File: config.mk
export PLATFORM = sky130hd
export DESIGN_NAME = particle_box_bounce_step_core
export DESIGN_NICKNAME = d
export VERILOG_FILES = /design/src/rtl/pbb_pkg.sv /design/src/rtl/particle_box_bounce_step_core.sv
export VERILOG_INCLUDE_DIRS = /design/src /design/src/rtl
export SDC_FILE = /design/constraint.sdc
export NUM_CORES = 2
export LEC_CHECK = 0
export BUFFER_PORTS_ARGS = -buffer_cell sky130_fd_sc_hd__buf_2
export CORE_MARGIN = 2
export CORE_UTILIZATION = 54
export DETAILED_ROUTE_END_ITERATION = 10
export HOLD_SLACK_MARGIN = 0.05
export PLACE_DENSITY_LB_ADDON = 0.15
export SYNTH_ARGS = -nofsm -noshare
export SYNTH_HDL_FRONTEND = slang
export SYNTH_SLANG_ARGS = --single-unit
File: constraint.sdc
create_clock -name i_clk -period 39.8 [get_ports i_clk]
set_input_delay 0 -clock i_clk [delete_from_list [all_inputs] [get_ports i_clk]]
set_output_delay 0 -clock i_clk [all_outputs]
set_load 0.1 [all_outputs]
File: src/rtl/particle_box_bounce_step_core_assert.svh
// ----------------------------------------------------------------------------
// particle box bounce step assertion macros
// Concurrent assertion wrappers shared by the core; compiled out with ASSERT_OFF.
// ----------------------------------------------------------------------------
`ifndef PARTICLE_BOX_BOUNCE_STEP_CORE_ASSERT_SVH
`define PARTICLE_BOX_BOUNCE_STEP_CORE_ASSERT_SVH

`ifndef ASSERT_OFF

// same-cycle implication
`define PBB_ASSERT_IMPL(lbl, clk, rst_n, ante, cons) \
    lbl: assert property (@(posedge clk) disable iff (!rst_n) (ante) |-> (cons)) \
        else $error("pbb assertion failed");

// next-cycle implication
`define PBB_ASSERT_NEXT(lbl, clk, rst_n, ante, cons) \
    lbl: assert property (@(posedge clk) disable iff (!rst_n) (ante) |=> (cons)) \
        else $error("pbb assertion failed");

`else

`define PBB_ASSERT_IMPL(lbl, clk, rst_n, ante, cons)
`define PBB_ASSERT_NEXT(lbl, clk, rst_n, ante, cons)

`endif

`endif

File: src/rtl/pbb_pkg.sv
// ----------------------------------------------------------------------------
// pbb_pkg
// Widths, stage indexes, register codes and per-stage datapath functions.
// ----------------------------------------------------------------------------
package pbb_pkg;

    // field widths
    localparam int POS_W   = 24;
    localparam int MAG_W   = 23;
    localparam int CFG_W   = 23;
    localparam int DIVR_W  = 16;
    localparam int RAD_W   = 22;
    localparam int DIAM_W  = RAD_W + 1;
    localparam int FRAC_W  = 8;

    // divider: 32 bit dividend, a few quotient bits per stage
    localparam int DIV_W      = 1 + MAG_W + FRAC_W;
    localparam int STEP_BITS  = 4;
    localparam int DIV_STAGES = DIV_W / STEP_BITS;
    localparam int SUM_W      = DIV_W + 2;

    // stage indexes: clamp, divider, sum, saturate, wall/output
    localparam int STG_SUM = DIV_STAGES + 1;
    localparam int STG_SAT = DIV_STAGES + 2;
    localparam int STG_OUT = DIV_STAGES + 3;
    localparam int NSTG    = DIV_STAGES + 4;

    // config register codes
    localparam int CFG_IDX_W = 2;
    typedef enum logic [CFG_IDX_W-1:0] {
        CFG_BOX_WIDTH,
        CFG_BOX_HEIGHT,
        CFG_SPEED_CAP,
        CFG_TICK_DIV
    } t_cfg_idx;

    localparam logic [CFG_W-1:0]  BOX_W_RST    = CFG_W'(65536);
    localparam logic [CFG_W-1:0]  BOX_H_RST    = CFG_W'(65536);
    localparam logic [CFG_W-1:0]  SPEED_CAP_RST = CFG_W'(2560);
    localparam logic [DIVR_W-1:0] TICK_DIV_RST = DIVR_W'(256);

    typedef struct packed {
        logic signed [POS_W-1:0] pos;
        logic                    sgn;
        logic [MAG_W-1:0]        mag;
        logic [DIVR_W-1:0]       rem;
        logic [DIV_W-1:0]        dq;
    } t_div_lane;

    typedef struct packed {
        t_div_lane        x;
        t_div_lane        y;
        logic [RAD_W-1:0] radius;
    } t_div_item;

    typedef struct packed {
        logic signed [SUM_W-1:0] sum;
        logic                    sgn;
        logic [MAG_W-1:0]        mag;
    } t_sum_lane;

    typedef struct packed {
        t_sum_lane        x;
        t_sum_lane        y;
        logic [RAD_W-1:0] radius;
    } t_sum_item;

    typedef struct packed {
        logic signed [POS_W-1:0] pos;
        logic                    sgn;
        logic [MAG_W-1:0]        mag;
    } t_sat_lane;

    typedef struct packed {
        t_sat_lane        x;
        t_sat_lane        y;
        logic [RAD_W-1:0] radius;
    } t_sat_item;

    typedef struct packed {
        logic signed [POS_W-1:0] pos;
        logic signed [POS_W-1:0] vel;
    } t_out_lane;

    // clamp |v| to the cap, keep the sign apart, load the dividend
    function automatic t_div_lane clamp_lane(logic signed [POS_W-1:0] pos,
                                             logic signed [POS_W-1:0] vel,
                                             logic [CFG_W-1:0] cap);
        t_div_lane       o;
        logic [POS_W-1:0] vabs;
        vabs = vel[POS_W-1] ? (~vel + POS_W'(1)) : vel;
        o.pos = pos;
        o.sgn = vel[POS_W-1];
        if (vabs > {1'b0, cap}) begin
            o.mag = cap;
        end else begin
            o.mag = vabs[MAG_W-1:0];
        end
        o.rem = '0;
        o.dq  = {1'b0, o.mag, {FRAC_W{1'b0}}};
        return o;
    endfunction

    // restoring division, STEP_BITS quotient bits
    function automatic t_div_lane div_step(t_div_lane a, logic [DIVR_W-1:0] d);
        t_div_lane         o;
        logic [DIVR_W:0]   r2;
        o = a;
        for (int i = 0; i < STEP_BITS; i++) begin
            r2   = {o.rem, o.dq[DIV_W-1]};
            o.dq = {o.dq[DIV_W-2:0], 1'b0};
            if (r2 >= {1'b0, d}) begin
                r2      = r2 - {1'b0, d};
                o.dq[0] = 1'b1;
            end
            o.rem = r2[DIVR_W-1:0];
        end
        return o;
    endfunction

    function automatic t_div_item div_item_step(t_div_item a, logic [DIVR_W-1:0] d);
        t_div_item o;
        o.x      = div_step(a.x, d);
        o.y      = div_step(a.y, d);
        o.radius = a.radius;
        return o;
    endfunction

    // position plus signed quotient
    function automatic t_sum_lane sum_lane(t_div_lane a);
        t_sum_lane        o;
        logic [SUM_W-1:0] q;
        q     = {2'b00, a.dq};
        o.sum = {{(SUM_W-POS_W){a.pos[POS_W-1]}}, a.pos}
              + (q ^ {SUM_W{a.sgn}}) + SUM_W'(a.sgn);
        o.sgn = a.sgn;
        o.mag = a.mag;
        return o;
    endfunction

    // saturate to the 24 bit signed range
    function automatic t_sat_lane sat_lane(t_sum_lane a);
        t_sat_lane o;
        logic      neg;
        logic      fits;
        neg  = a.sum[SUM_W-1];
        fits = neg ? (&a.sum[SUM_W-2:POS_W-1]) : !(|a.sum[SUM_W-2:POS_W-1]);
        if (fits) begin
            o.pos = a.sum[POS_W-1:0];
        end else if (neg) begin
            o.pos = {1'b1, {(POS_W-1){1'b0}}};
        end else begin
            o.pos = {1'b0, {(POS_W-1){1'b1}}};
        end
        o.sgn = a.sgn;
        o.mag = a.mag;
        return o;
    endfunction

    // wall test and reflection
    function automatic t_out_lane wall_lane(t_sat_lane a, logic [CFG_W-1:0] limit,
                                            logic [DIAM_W-1:0] diam);
        t_out_lane        o;
        logic [POS_W:0]   reach;
        logic [POS_W:0]   back;
        logic [POS_W-1:0] vm;
        logic             flip;
        reach = {1'b0, a.pos} + {2'b00, diam};
        back  = {2'b00, limit} - {2'b00, diam};
        if (a.pos[POS_W-1]) begin
            o.pos = '0;
            flip  = 1'b1;
        end else if (reach > {2'b00, limit}) begin
            o.pos = back[POS_W-1:0];
            flip  = 1'b1;
        end else begin
            o.pos = a.pos;
            flip  = 1'b0;
        end
        vm    = {1'b0, a.mag};
        o.vel = (a.sgn ^ flip) ? (~vm + POS_W'(1)) : vm;
        return o;
    endfunction

endpackage

File: src/rtl/particle_box_bounce_step_core.sv
// ----------------------------------------------------------------------------
// particle_box_bounce_step_core
// One Euler step of a particle in a box with wall reflection, Q16.8 fixed point.
// ----------------------------------------------------------------------------
// Usage:
//   Input channel (i_in_valid / o_in_ready) takes one particle request:
//   position, velocity and radius. Output channel (o_out_valid / i_out_ready)
//   returns the new position and the clamped, possibly reflected velocity.
//   Exactly one result per request, in order.
//   Depth: 12 register stages, from the clamp stage to the output register.
//   Throughput: one request per cycle while o_in_ready is high. The depth
//   comes from the pipelined 32 bit quotient of velocity*256 / tick_divisor,
//   4 bits per stage over 8 stages, plus clamp, sum, saturate and wall
//   stages.
//   Each stage has its own valid bit and moves when the one after it is free,
//   so a stalled receiver holds the result in place while empty stages ahead
//   still fill; o_in_ready drops only when every stage holds a request.
//   Reset (synchronous, active low) empties the pipeline and loads the
//   register defaults. The user must write registers through i_cfg_we only
//   while no request is in flight; the block itself does not enforce it.
// ----------------------------------------------------------------------------
`include "particle_box_bounce_step_core_assert.svh"

module particle_box_bounce_step_core (
    input  logic                                i_clk,
    input  logic                                i_rst_n,
    input  logic                                i_cfg_we,
    input  logic [pbb_pkg::CFG_IDX_W-1:0]       i_cfg_idx,
    input  logic [pbb_pkg::CFG_W-1:0]           i_cfg_wdata,
    input  logic                                i_in_valid,
    output logic                                o_in_ready,
    input  logic signed [pbb_pkg::POS_W-1:0]    i_pos_x,
    input  logic signed [pbb_pkg::POS_W-1:0]    i_pos_y,
    input  logic signed [pbb_pkg::POS_W-1:0]    i_vel_x,
    input  logic signed [pbb_pkg::POS_W-1:0]    i_vel_y,
    input  logic [pbb_pkg::RAD_W-1:0]           i_radius,
    output logic                                o_out_valid,
    input  logic                                i_out_ready,
    output logic signed [pbb_pkg::POS_W-1:0]    o_new_pos_x,
    output logic signed [pbb_pkg::POS_W-1:0]    o_new_pos_y,
    output logic signed [pbb_pkg::POS_W-1:0]    o_new_vel_x,
    output logic signed [pbb_pkg::POS_W-1:0]    o_new_vel_y
);
    import pbb_pkg::*;

    logic [CFG_W-1:0]  r_box_w;
    logic [CFG_W-1:0]  r_box_h;
    logic [CFG_W-1:0]  r_speed_cap;
    logic [DIVR_W-1:0] r_tick_div;

    logic [NSTG-1:0]   r_vld;
    logic [NSTG-1:0]   n_vld;
    logic [NSTG-1:0]   stg_en;

    t_div_item         r_div [0:DIV_STAGES];
    t_sum_item         r_sum;
    t_sat_item         r_sat;
    t_out_lane         r_out_x;
    t_out_lane         r_out_y;
    logic [DIAM_W-1:0] sat_diam;

    // config registers, zero divisor stored as one
    always_ff @(posedge i_clk) begin
        if (!i_rst_n) begin
            r_box_w     <= BOX_W_RST;
            r_box_h     <= BOX_H_RST;
            r_speed_cap <= SPEED_CAP_RST;
            r_tick_div  <= TICK_DIV_RST;
        end else if (i_cfg_we) begin
            case (t_cfg_idx'(i_cfg_idx))
                CFG_BOX_WIDTH:  r_box_w     <= i_cfg_wdata;
                CFG_BOX_HEIGHT: r_box_h     <= i_cfg_wdata;
                CFG_SPEED_CAP:  r_speed_cap <= i_cfg_wdata;
                CFG_TICK_DIV: begin
                    if (i_cfg_wdata[DIVR_W-1:0] == '0) begin
                        r_tick_div <= DIVR_W'(1);
                    end else begin
                        r_tick_div <= i_cfg_wdata[DIVR_W-1:0];
                    end
                end
                default: ;
            endcase
        end
    end

    // per-stage enables, a stage moves when empty or when the next one moves
    always_comb begin
        stg_en[NSTG-1] = !r_vld[NSTG-1] || i_out_ready;
        for (int k = NSTG - 2; k >= 0; k--) begin
            stg_en[k] = !r_vld[k] || stg_en[k+1];
        end
    end

    always_comb begin
        n_vld = r_vld;
        if (stg_en[0]) begin
            n_vld[0] = i_in_valid;
        end
        for (int k = 1; k < NSTG; k++) begin
            if (stg_en[k]) begin
                n_vld[k] = r_vld[k-1];
            end
        end
    end

    always_ff @(posedge i_clk) begin
        if (!i_rst_n) begin
            r_vld <= '0;
        end else begin
            r_vld <= n_vld;
        end
    end

    assign o_in_ready  = stg_en[0];
    assign o_out_valid = r_vld[STG_OUT];

    // clamp stage loads the dividends, divider stages follow
    always_ff @(posedge i_clk) begin
        if (stg_en[0]) begin
            r_div[0].x      <= clamp_lane(i_pos_x, i_vel_x, r_speed_cap);
            r_div[0].y      <= clamp_lane(i_pos_y, i_vel_y, r_speed_cap);
            r_div[0].radius <= i_radius;
        end
        for (int k = 1; k <= DIV_STAGES; k++) begin
            if (stg_en[k]) begin
                r_div[k] <= div_item_step(r_div[k-1], r_tick_div);
            end
        end
    end

    // displacement add
    always_ff @(posedge i_clk) begin
        if (stg_en[STG_SUM]) begin
            r_sum.x      <= sum_lane(r_div[DIV_STAGES].x);
            r_sum.y      <= sum_lane(r_div[DIV_STAGES].y);
            r_sum.radius <= r_div[DIV_STAGES].radius;
        end
    end

    // saturation
    always_ff @(posedge i_clk) begin
        if (stg_en[STG_SAT]) begin
            r_sat.x      <= sat_lane(r_sum.x);
            r_sat.y      <= sat_lane(r_sum.y);
            r_sat.radius <= r_sum.radius;
        end
    end

    // wall test into the output register
    assign sat_diam = {r_sat.radius, 1'b0};

    always_ff @(posedge i_clk) begin
        if (stg_en[STG_OUT]) begin
            r_out_x <= wall_lane(r_sat.x, r_box_w, sat_diam);
            r_out_y <= wall_lane(r_sat.y, r_box_h, sat_diam);
        end
    end

    assign o_new_pos_x = r_out_x.pos;
    assign o_new_pos_y = r_out_y.pos;
    assign o_new_vel_x = r_out_x.vel;
    assign o_new_vel_y = r_out_y.vel;

    // input blocked only with every stage full
    `PBB_ASSERT_IMPL(a_full_when_blocked, i_clk, i_rst_n, !o_in_ready, &r_vld)
    // a full pipeline with a stalled receiver stays full
    `PBB_ASSERT_NEXT(a_blocked_holds, i_clk, i_rst_n, !o_in_ready && !i_out_ready, &r_vld)
    // a taken result with nothing behind it leaves the output empty
    `PBB_ASSERT_NEXT(a_out_drains, i_clk, i_rst_n,
        o_out_valid && i_out_ready && !r_vld[STG_SAT], !o_out_valid)

endmodule
==> summary.txt <==
Status
  • Status: finished clean

Floorplanning
  • Number of core rows: 177
  • IO Count: 246
  • Die Ht: about 490 um
  • Total die area: ~240000 um^2
  • Starting density of the core: 0.544
  • Total core area: ~230000 um^2
  • Die X: between 400 and 500 um

STA
  • Final Hold Viols: 0
  • Final Max Tran Viols: 0
  • F_max: roughly 74 MHz
  • Clock Skew: 0.0836 ns
  • Setup TNS: 0 ns
  • Worst-Margin Slew: 1.25 ns
  • Crit share post-route: 0.340
  • Hold_ws: 0.115 ns
  • Setup violators final: 0
  • Final min period: 13.54 ns
  • Rel. slew slack: 0.168
  • Unrepaired setup endpoints after global routing: false

Clock network
  • Setup bufs post-CTS: 0
  • Root Buffer: clkbuf_16
  • CTS max path bufs: 3
  • CTS tree: done
  • H-tree depth: 4
  • Num Clock Sinks: ~2000
  • Clock-pin slew on the worst setup and hold paths: roughly 0.060 ns
  • Insertion delay of the later-clocked pin in the worst-skew pair: slightly below 0.9 ns
  • Inserted Clock Buffers: between 200 and 250
  • # resized after CTS: 0

Global routing
  • Initial antenna violation count: 20
  • First-pass GRT wire length: roughly 550 mm
  • Global-route usage over all layers: 0.303
  • Grt total ovfl: 0
  • Vias in the first global route: ~90000
  • Largest net degree at the start of global routing: around 130

Layout
  • P&R area growth vs syn: 12.1%
  • Fill cell count: 18700
  • Most common cell after layout, fill and taps aside: edfxtp_1
  • Most frequent cells in the layout: 1918 x edfxtp_1, 1215 x ha_1, 884 x nand2_1, 813 x a21oi_1, 727 x nor2_1
  • Design Area, Final: roughly 140000 um^2
  • Share of cells above drive strength 1: 0.112
  • Fin cells: approximately 15000
  • Nets: approximately 14000

Critical path
  • CP endpoint kind: register
  • Critical path class: register to register
  • CP endpoint: r_div[0][794]
  • R2R depth: 48
  • CP max stage cell: and3_1
  • R2R setup slack: 26.26 ns
  • Critical Path Start: r_tick_div[10]
  • Reg-to-reg startpoint: r_tick_div[10]
  • CP startpoint kind: register
  • R2r endpoint: r_div[0][794]
  • Critical Path Fanout Max: 22
  • Max stage delay on crit path: about 0.71 ns
  • Most frequent CP cell: o21ai_0
  • CP arrival: 14.10 ns
  • WP data required: approximately 40 ns

Routing
  • Top Metal Used: met5
  • Routed length on met2: 167 mm
  • Antenna Nets Post-Route: 0
  • Drt first pass iters: 6
  • Routed wire per std cell: roughly 24 um
  • Wire length on met1: 163 mm
  • Starting DRC count in detailed routing: between 8000 and 9000
  • Met3 WL post-DR: about 24 mm
  • Drc violations: 0
  • Via density: ~6
  • Post-Route WL: about 370 mm
  • Via count: between 90000 and 100k

Placement
  • GP Congestion: roughly 0.98
  • DP Area: 132000 um^2
  • DPL Wire Length: roughly 280 mm
  • Count of input and output buffers: 245
  • Cells after DPL: about 15000

Flow run
  • Max_cap viols: 0

Synthesis
  • Post-Syn Instances: roughly 12000
  • Net Count, Synth: 12900
  • Synth cell types: approximately 110
  • Asr flop ratio synth: 0
  • Avg Cell Area, Syn: 11.0 um^2
  • Cell area after synthesis: between 100000 and 150000 um^2
  • Ranking of synthesized cells by area: edfxtp_1 45%, ha_1 12%, xnor2_1 4.3%
  • Register bit total from synthesis: a little over 2000
  • Top_reg_cell synth: edfxtp_1
  • Total of warnings raised by yosys: 0
  • Sequential area share after synthesis: 0.469
  • EDFF count, synth: about 1900
  • Synth top area share: 0.454
  • Post-synth top area cell: edfxtp_1

Worst hold path
  • Hold Path Origin: i_cfg_wdata[2]
  • HP Class: input port to register
-- kinds of logic after synthesis --
kind of cell	share of synthesized area
flip-flops	0.469
AND/OR/NAND/NOR	0.109
buffers and inverters	0.0247
AO/OA/AOI/OAI	0.148
XOR/XNOR	0.0667
multiplexers	0.0537
adder cells (fa/ha/maj)	0.129
-- synthesized netlist by cell type (160+ instances only) --
library cell	n
nor2b_1	179
mux2_2	475
edfxtp_1	1918
nor2_1	730
nand2_1	889
nor3_1	188
o21a_1	184
xnor2_1	629
ha_1	1215
clkbuf_1	160
a21oi_1	814
nand4_1	198
o21ai_0	684
a21o_1	346
xor2_1	337
inv_1	577
-- metrics by stage --
step	util	setup WS, ns
after floorplan	-	25.66
after global placement	0.568	26.67
after detailed placement	0.568	26.41
after CTS	0.610	26.34
after global routing	0.610	25.11
final	0.610	26.26
-- timing repair --
action                                  CTS  global route
endpoints found under the hold margin   258             0
endpoints found under the setup margin    0             0
hold buffers                            262             0
-- sequential cells by signal, summed over array words and instances, names as in the netlist --
register,count
r_div,1566
r_sum,138
r_sat,118
o_new_pos_x,24
o_new_pos_y,24
o_new_vel_x,24
o_new_vel_y,24
r_box_h,23
r_box_w,23
r_speed_cap,23
r_tick_div,16
r_vld,12
-- cell type report --
type                       instances  area (um^2)  share of cell area
clock buffer                     248         5470              0.0384
inverter                         593         2300              0.0162
antenna                            8         20.0            0.000141
multi-input combinational       8673        64400               0.453
sequential                      2015        59500               0.419
timing repair buffer             643         4940              0.0348
tap                             3132         3920              0.0275
clock inverter                   145         1670              0.0118
-- per-layer routing --
layer,track usage,vias up
met3,0.0379,608
met2,0.485,3081
met1,0.421,45400
met4,0.113,4
li1,-,44400
met5,0,-
-- worst max-delay path: cells and delay by family (launching register included) --
| kind | cells | cell delay, ns |
|---|---|---|
| buf+inv | 7 | 1.68 |
| flops | 1 | 0.37 |
| fa+ha+maj | 4 | 1.35 |
| simple gates | 10 | 2.36 |
| compound gates | 25 | 6.51 |
| mux | 2 | 0.87 |
-- how the worst min path moves through the flow --
stage / slack [ns] / end / depth (start not counted)
final: 0.11 / r_box_w[2] / 4
after global routing: 0.09 / r_tick_div[4] / 4
after CTS: 0.05 / r_box_w[2] / 4
after detailed placement: 0.18 / r_div[0][195] / 1
after global placement: 0.18 / r_div[0][115] / 1
after floorplan: 0.1 / r_div[0][0] / 0
Power is left out: the tool's default activity adds up to more than one toggle a clock period on the data nets, which glitch-free logic cannot reach.
